$ cat src/sv/gfe_pkg.sv
// ----------------------------------------------------------------------------
// gfe_pkg
// Shared types and constants for the Gaussian forward elimination unit.
// ----------------------------------------------------------------------------
package gfe_pkg;

	localparam int MAX_ORDER   = 8;
	localparam int STORE_DEPTH = MAX_ORDER * MAX_ORDER;
	localparam int ADDR_W      = $clog2(STORE_DEPTH);
	localparam int IDX_W       = $clog2(MAX_ORDER);
	localparam int ORD_W       = 4;
	localparam int CNT_W       = ADDR_W + 1;

	localparam logic [31:0] FP_ONE      = 32'h3F80_0000;
	localparam logic [31:0] FP_ZERO     = 32'h0000_0000;
	localparam logic [31:0] FP_NAN_DEF  = 32'hFFC0_0000;
	localparam logic [31:0] FP_NAN_POS  = 32'h7FC0_0000;
	localparam logic [31:0] FP_QUIET    = 32'h0040_0000;

	typedef enum logic [1:0] {
		OP_MUL,
		OP_SUB,
		OP_DIV
	} gfe_op_t;

	typedef struct packed {
		logic        go;
		gfe_op_t     op;
		logic [31:0] a;
		logic [31:0] b;
	} gfe_fpu_req_t;

	typedef struct packed {
		logic        done;
		logic [31:0] res;
	} gfe_fpu_rsp_t;

	typedef enum logic [3:0] {
		F_IDLE,
		F_NORM_A,
		F_NORM_B,
		F_CORE,
		F_ADD,
		F_DIV,
		F_NORM,
		F_DENORM,
		F_ROUND
	} gfe_fpu_state_t;

	typedef enum logic [4:0] {
		ST_IDLE,
		ST_PIV_RD,
		ST_PIV_LD,
		ST_DIV_RD,
		ST_DIV_GO,
		ST_DIV_WT,
		ST_ONE,
		ST_FAC_RD,
		ST_FAC_LD,
		ST_PRV_RD,
		ST_MUL_GO,
		ST_MUL_WT,
		ST_ROW_RD,
		ST_SUB_GO,
		ST_SUB_WT,
		ST_ZERO,
		ST_OUT
	} gfe_state_t;

endpackage

$ cat src/sv/gfe_fpu.sv
// ----------------------------------------------------------------------------
// gfe_fpu
// Shared iterative binary32 unit: multiply, subtract and divide, round to
// nearest even, with subnormals; one shift or division step per cycle.
// ----------------------------------------------------------------------------
module gfe_fpu
	import gfe_pkg::*;
(
	input  logic         clk,
	input  logic         arst_n,
	input  gfe_fpu_req_t req,
	output gfe_fpu_rsp_t rsp
);

	gfe_fpu_state_t state_q, state_d;
	logic           done_q;
	logic [31:0]    res_q;

	gfe_op_t            op_q;
	logic               sa_q, sb_q, sign_q, effsub_q, sticky_q;
	logic signed [11:0] ea_q, eb_q, exp_q;
	logic [23:0]        ma_q, mb_q;
	logic [49:0]        mant_q, yal_q;
	logic [24:0]        rem_q;
	logic [26:0]        quo_q;
	logic [4:0]         cnt_q;

	// unpack and special operands
	logic        a_nan, b_nan, a_inf, b_inf, a_zero, b_zero, sx;
	logic        spec;
	logic [31:0] spec_val;

	always_comb begin
		a_nan  = (req.a[30:23] == 8'hFF) && (req.a[22:0] != 23'd0);
		b_nan  = (req.b[30:23] == 8'hFF) && (req.b[22:0] != 23'd0);
		a_inf  = (req.a[30:23] == 8'hFF) && (req.a[22:0] == 23'd0);
		b_inf  = (req.b[30:23] == 8'hFF) && (req.b[22:0] == 23'd0);
		a_zero = (req.a[30:0] == 31'd0);
		b_zero = (req.b[30:0] == 31'd0);
		sx     = req.a[31] ^ req.b[31];
		spec     = 1'b1;
		spec_val = FP_ZERO;
		case (req.op)
			OP_MUL: begin
				if (a_nan)
					spec_val = req.a | FP_QUIET;
				else if (b_nan)
					spec_val = req.b | FP_QUIET;
				else if ((a_inf && b_zero) || (a_zero && b_inf))
					spec_val = FP_NAN_DEF;
				else if (a_inf || b_inf)
					spec_val = {sx, 8'hFF, 23'd0};
				else if (a_zero || b_zero)
					spec_val = {sx, 31'd0};
				else
					spec = 1'b0;
			end
			OP_SUB: begin
				if (a_nan)
					spec_val = req.a | FP_QUIET;
				else if (b_nan)
					spec_val = req.b | FP_QUIET;
				else if (a_inf && b_inf && (req.a[31] == req.b[31]))
					spec_val = FP_NAN_DEF;
				else if (a_inf)
					spec_val = req.a;
				else if (b_inf)
					spec_val = {~req.b[31], req.b[30:0]};
				else if (a_zero && b_zero)
					spec_val = {req.a[31] & ~req.b[31], 31'd0};
				else if (a_zero)
					spec_val = {~req.b[31], req.b[30:0]};
				else if (b_zero)
					spec_val = req.a;
				else
					spec = 1'b0;
			end
			OP_DIV: begin
				if (b_zero) begin
					if (a_nan)
						spec_val = req.a | FP_QUIET;
					else if (a_zero)
						spec_val = FP_NAN_POS;
					else
						spec_val = {sx, 8'hFF, 23'd0};
				end else if (a_nan)
					spec_val = req.a | FP_QUIET;
				else if (b_nan)
					spec_val = req.b | FP_QUIET;
				else if (a_inf && b_inf)
					spec_val = FP_NAN_DEF;
				else if (a_inf)
					spec_val = {sx, 8'hFF, 23'd0};
				else if (b_inf || a_zero)
					spec_val = {sx, 31'd0};
				else
					spec = 1'b0;
			end
			default: spec_val = FP_NAN_DEF;
		endcase
	end

	// subtract alignment
	logic               a_big, x_s;
	logic [23:0]        mx, my;
	logic signed [11:0] ex, ediff;
	logic [49:0]        xw, yw, ysh, ymask, yal;

	always_comb begin
		a_big = (ea_q > eb_q) || ((ea_q == eb_q) && (ma_q >= mb_q));
		mx    = a_big ? ma_q : mb_q;
		my    = a_big ? mb_q : ma_q;
		ex    = a_big ? ea_q : eb_q;
		x_s   = a_big ? sa_q : ~sb_q;
		ediff = a_big ? (ea_q - eb_q) : (eb_q - ea_q);
		xw    = {1'b0, mx, 25'd0};
		yw    = {1'b0, my, 25'd0};
		ysh   = yw >> ediff[5:0];
		ymask = (50'd1 << ediff[5:0]) - 50'd1;
		if (ediff >= 12'sd50)
			yal = 50'd1;
		else
			yal = ysh | {49'd0, |(yw & ymask)};
	end

	logic [49:0] sum;
	assign sum = effsub_q ? (mant_q - yal_q) : (mant_q + yal_q);

	logic [47:0] prod;
	assign prod = ma_q * mb_q;

	// one restoring division step
	logic        div_ge;
	logic [24:0] rdiff;
	logic [26:0] quo_nx;

	always_comb begin
		div_ge = rem_q >= {1'b0, mb_q};
		rdiff  = div_ge ? (rem_q - {1'b0, mb_q}) : rem_q;
		quo_nx = {quo_q[25:0], div_ge};
	end

	// rounding
	logic               rnd_st, rnd_up;
	logic [24:0]        r25;
	logic [23:0]        r24;
	logic signed [11:0] e_fin;
	logic [31:0]        rnd_val;

	always_comb begin
		rnd_st = (|mant_q[24:0]) | sticky_q;
		rnd_up = mant_q[25] & (mant_q[26] | rnd_st);
		r25    = {1'b0, mant_q[49:26]} + {24'd0, rnd_up};
		e_fin  = r25[24] ? (exp_q + 12'sd1) : exp_q;
		r24    = r25[24] ? 24'h80_0000 : r25[23:0];
		if (e_fin >= 12'sd255)
			rnd_val = {sign_q, 8'hFF, 23'd0};
		else
			rnd_val = {sign_q, (r24[23] ? e_fin[7:0] : 8'd0), r24[22:0]};
	end

	always_comb begin
		state_d = state_q;
		case (state_q)
			F_IDLE:   if (req.go && !spec) state_d = F_NORM_A;
			F_NORM_A: if (ma_q[23]) state_d = F_NORM_B;
			F_NORM_B: if (mb_q[23]) state_d = F_CORE;
			F_CORE: begin
				case (op_q)
					OP_SUB:  state_d = F_ADD;
					OP_DIV:  state_d = F_DIV;
					default: state_d = F_NORM;
				endcase
			end
			F_ADD:    state_d = (sum == 50'd0) ? F_IDLE : F_NORM;
			F_DIV:    if (cnt_q == 5'd0) state_d = F_NORM;
			F_NORM:   if (mant_q[49]) state_d = F_DENORM;
			F_DENORM: if (exp_q >= 12'sd1) state_d = F_ROUND;
			F_ROUND:  state_d = F_IDLE;
			default:  state_d = F_IDLE;
		endcase
	end

	always_ff @(posedge clk or negedge arst_n) begin
		if (!arst_n) begin
			state_q <= F_IDLE;
			done_q  <= 1'b0;
		end else begin
			state_q <= state_d;
			done_q  <= ((state_q == F_IDLE) && req.go && spec)
				|| ((state_q == F_ADD) && (sum == 50'd0))
				|| (state_q == F_ROUND);
		end
	end

	always_ff @(posedge clk) begin
		case (state_q)
			F_IDLE: begin
				if (req.go) begin
					op_q     <= req.op;
					res_q    <= spec_val;
					sa_q     <= req.a[31];
					sb_q     <= req.b[31];
					ma_q     <= {req.a[30:23] != 8'd0, req.a[22:0]};
					mb_q     <= {req.b[30:23] != 8'd0, req.b[22:0]};
					ea_q     <= (req.a[30:23] == 8'd0) ? 12'sd1 : $signed({4'd0, req.a[30:23]});
					eb_q     <= (req.b[30:23] == 8'd0) ? 12'sd1 : $signed({4'd0, req.b[30:23]});
					sticky_q <= 1'b0;
				end
			end
			F_NORM_A: begin
				if (!ma_q[23]) begin
					ma_q <= {ma_q[22:0], 1'b0};
					ea_q <= ea_q - 12'sd1;
				end
			end
			F_NORM_B: begin
				if (!mb_q[23]) begin
					mb_q <= {mb_q[22:0], 1'b0};
					eb_q <= eb_q - 12'sd1;
				end
			end
			F_CORE: begin
				case (op_q)
					OP_SUB: begin
						mant_q   <= xw;
						yal_q    <= yal;
						exp_q    <= ex + 12'sd1;
						sign_q   <= x_s;
						effsub_q <= (sa_q == sb_q);
					end
					OP_DIV: begin
						rem_q  <= {1'b0, ma_q};
						quo_q  <= 27'd0;
						cnt_q  <= 5'd26;
						exp_q  <= ea_q - eb_q + 12'sd127;
						sign_q <= sa_q ^ sb_q;
					end
					default: begin
						mant_q <= {2'b00, prod};
						exp_q  <= ea_q + eb_q - 12'sd124;
						sign_q <= sa_q ^ sb_q;
					end
				endcase
			end
			F_ADD: begin
				mant_q <= sum;
				res_q  <= FP_ZERO;
			end
			F_DIV: begin
				quo_q <= quo_nx;
				rem_q <= {rdiff[23:0], 1'b0};
				cnt_q <= cnt_q - 5'd1;
				if (cnt_q == 5'd0) begin
					mant_q   <= {quo_nx, 23'd0};
					sticky_q <= (rdiff != 25'd0);
				end
			end
			F_NORM: begin
				if (!mant_q[49]) begin
					mant_q <= {mant_q[48:0], 1'b0};
					exp_q  <= exp_q - 12'sd1;
				end
			end
			F_DENORM: begin
				if (exp_q < -12'sd60) begin
					sticky_q <= sticky_q | (|mant_q);
					mant_q   <= 50'd0;
					exp_q    <= 12'sd1;
				end else if (exp_q < 12'sd1) begin
					sticky_q <= sticky_q | mant_q[0];
					mant_q   <= {1'b0, mant_q[49:1]};
					exp_q    <= exp_q + 12'sd1;
				end
			end
			F_ROUND: res_q <= rnd_val;
			default: res_q <= res_q;
		endcase
	end

	assign rsp.done = done_q;
	assign rsp.res  = res_q;

endmodule

$ cat config.mk
export PLATFORM = sky130hd
export DESIGN_NAME = gfe_fpu
export DESIGN_NICKNAME = d
export VERILOG_FILES = /design/src/sv/gfe_pkg.sv /design/src/sv/gfe_fpu.sv
export SDC_FILE = /design/constraint.sdc
export NUM_CORES = 2
export LEC_CHECK = 0
export BUFFER_PORTS_ARGS = -buffer_cell sky130_fd_sc_hd__buf_2
export CAP_MARGIN = 40
export CORE_UTILIZATION = 40
export DETAILED_ROUTE_END_ITERATION = 8
export GPL_TIMING_DRIVEN = 0
export PLACE_DENSITY = 0.55
export SYNTH_ARGS = -nofsm -noshare
export SYNTH_HDL_FRONTEND = slang
export SYNTH_SLANG_ARGS = --single-unit
$ cat constraint.sdc
create_clock -name clk -period 8.9 [get_ports clk]
set_clock_uncertainty 0.2 [all_clocks]
set_input_delay 0.89 -clock clk [delete_from_list [all_inputs] [get_ports clk]]
set_output_delay 0.89 -clock clk [all_outputs]
set_load 0.1 [all_outputs]
==> key figures <==
Placement
  • PortBufs: 101
  • GPL Wtd Cong: 1.03
  • Post-DP Area: 0.0492 sq mm
  • Post-DP HPWL: 168 mm

Die
  • Die H: 342 um
  • # IOs: 102
  • Core area: 0.114 sq mm
  • Die area: 0.117 sq mm
  • Die Width: 342 um
  • Initial cell density of the core: 40.3%
  • Row cnt: 124

Worst setup path
  • Startpoint types: flip-flop
  • R2R setup slack: 0.17 ns
  • Crit path capture: mant_q[33]$_DFFE_PP_
  • Critical Setup Path Class: reg2reg
  • Setup crit end kind: flip-flop
  • FF-to-FF path depth: 31
  • CP top delay family: adder cells
  • Worst EP arrival: 8.82 ns
  • R2r endpoint: mant_q[33]$_DFFE_PP_
  • Slowest-stage cell, CP: xor2_1
  • Crit. Startpoint: ma_q[11]$_DFFE_PP_
  • Critical-path maximum fanout: 10
  • Delay of the slowest critical-path stage: 0.55 ns
  • Buf/Inv on CP: 10
  • Levels on crit path: 31
  • R2r startpoint: ma_q[11]$_DFFE_PP_
  • Crit path required time: 8.99 ns

Global route
  • First-pass GRT wire length: 294 mm
  • Total GRT Usage: 34.6%
  • Vias in the first global route: 41800
  • Initial antenna violation count: 13
  • Global route total overflow: 0
  • Pin count of the biggest net entering global routing: 44

STA
  • Final min period: 8.73 ns
  • Hold Fails Final Rpt: 0
  • Period Utilization, post-route: 98.1%
  • RSZ-0062 raised after global routing: true
  • Max-slew violations: 0
  • Hold slack: 0.354 ns
  • Max frequency: 115 MHz
  • Worst slew pin tran: 1.03 ns
  • Slew headroom: 30.5%
  • Setup violators final: 0

Finish
  • FILL cells: 11400
  • Design Area, Final: 0.0509 sq mm
  • Area grow syn2layout: 10.4%
  • Final Core Density: 44.5%
  • Commonest non-fill, non-tap cells in the layout: inv_1, nand2_1, fa_1
  • Share of layout cells above drive strength 1: 8.32%
  • Most common cell after layout, fill and taps aside: inv_1
  • Final nets: 6519

Detailed routing
  • First-pass detailed-route iteration total: 8
  • DRT antenna net count: 0
  • Via count: 42600
  • Wire per inst: 28.4 um
  • DR DRC count: 0
  • Final WL: 203 mm
  • Routed vias/inst: 5.95
  • Initial DRC Count: 4737

CTS
  • Clock Latency Late Sink: 0.59 ns
  • CTS buffer count: 38
  • CTS clock-pin slew for the worst setup and hold paths: 0.06 ns
  • Htree depth: 2
  • CTS sink cnt: 283
  • Max clock buf depth: 3
  • Root Driver: clkbuf_16
  • CTS tree: built

Yosys
  • Post-synthesis sequential area ratio: 18.4%
  • Syn_nets: 6307
  • Syn Area/Cell: 8.54 sq um
  • Post-synth top area share: 21.1%
  • #FFs+latches synth: 283
  • Synth area leaders: fa_1, edfxtp_1, ha_1
  • Post-Syn Area: 0.0461 sq mm
  • Area leader, netlist: fa_1
  • Netlist cell types: 96
  • YS warnings: 0
  • Gate Count Post-Synth: 5398
  • Ys async rst share: 1.77%
  • Prevailing post-synth register cell: edfxtp_1
  • Post-synth EDFFs: 278

Min path
  • Min-Delay Path Class: reg2reg

Flow run
  • Max-cap viol count: 0

Outcome
  • Status: finished, final reports clean
==> metal layers <==
| layer | vias to the layer above | routed length, um | track usage (%) |
|---|---|---|---|
| li1 | 18800 | - | - |
| met1 | 21000 | 83000 | 45.6 |
| met2 | 2268 | 89600 | 54.0 |
| met3 | 476 | 18600 | 6.62 |
| met4 | 10 | 11900 | 17.7 |
| met5 | - | 78 | 0 |
==> worst reg2reg max path, delay by kind of cell (launching register included) <==
family                     cells  cell delay, ns
buffers and inverters         10            1.08
DFF                            1            0.51
AOI/OAI and AO/OA             10            2.08
and+or+nand+nor                2            0.15
xor gates and xnor gates       1            0.55
adders and majority gates      8            3.88
==> through the flow <==
| stage | setup TNS (ns) | instances | setup WS [ns] |
|---|---|---|---|
| 6_report | 0 | 7153 | 0.170 |
| 5_1_grt | -0.0783 | 7149 | -0.0426 |
| 4_1_cts | 0 | 7137 | 0.0134 |
| 3_5_place_dp | -18.54 | 7066 | -1.23 |
| 3_3_place_gp | -44.25 | 7011 | -1.37 |
| 2_1_floorplan | 0 | 5398 | 1.27 |
==> timing repair <==
| item | CTS | global route |
|---|---|---|
| pin swaps | 2 | 6 |
| hold buffers | 1 | 0 |
| buffers inserted | 5 | 10 |
| endpoints found under the hold margin | 5 | 0 |
| gates resized for setup | 94 | 112 |
| endpoints found under the setup margin | 27 | 19 |
==> cell usage after synthesis (73+ instances only) <==
master    instances
inv_1           703
nor2_1          315
xor2_1           73
a21o_1           75
ha_1            353
nand2_1         641
nand3_1          79
xnor2_1         176
o21ai_0         267
nor3_1           79
mux2i_1         110
and2_1          283
fa_1            487
a21oi_1         267
clkbuf_1        270
edfxtp_1        278
==> logic make-up (layout without fill, tap and decap cells) <==
kind of cell	after synthesis	after routing	synth area share, %
fa+ha+maj	840	840	30.7
flops	283	283	18.4
compound gates	1129	1129	16.1
buf+inv	1033	1272	8.56
xor+xnor	249	249	4.73
other cells	0	4	0
simple gates	1727	1727	18.2
mux	137	137	3.34
==> registers in the layout, summed over array words and instances (netlist names), 24 cells and up <==
| name | cells |
|---|---|
| res_q | 32 |
| mant_q | 50 |
| rem_q | 25 |
| yal_q | 49 |
| mb_q | 24 |
| ma_q | 24 |
| quo_q | 26 |
==> worst min path at each step <==
stage                       startpoint                        to  slack [ns]  depth (start not counted)
6_report        cnt_q[4]$_SDFFCE_PN1P_    cnt_q[4]$_SDFFCE_PN1P_        0.35                          2
5_1_grt        quo_q[25]$_SDFFCE_PN0P_  mant_q[49]$_SDFFCE_PP0P_        0.37                          2
4_1_cts        quo_q[25]$_SDFFCE_PN0P_  mant_q[49]$_SDFFCE_PP0P_        0.35                          2
3_5_place_dp   quo_q[25]$_SDFFCE_PN0P_  mant_q[49]$_SDFFCE_PP0P_        0.34                          2
3_3_place_gp   quo_q[25]$_SDFFCE_PN0P_  mant_q[49]$_SDFFCE_PP0P_        0.33                          2
2_1_floorplan         sign_q$_DFFE_PP_       res_q[31]$_DFFE_PP_        0.28                          2
==> area by class of cell <==
| class | instances | area (sq um) | area share, % |
|---|---|---|---|
| clock buffers | 43 | 991 | 1.95 |
| repair buffers | 175 | 1330 | 2.61 |
| well taps | 1512 | 1890 | 3.72 |
| multi-input cells | 4082 | 33900 | 66.5 |
| inverters | 705 | 2650 | 5.20 |
| plain buffers | 325 | 1470 | 2.88 |
| diodes | 4 | 10.0 | 0.0197 |
| clock inverters | 24 | 226 | 0.445 |
| flip-flops and latches | 283 | 8470 | 16.6 |
Power is left out: the tool's default activity adds up to more than one toggle a clock period on the data nets, which glitch-free logic cannot reach.
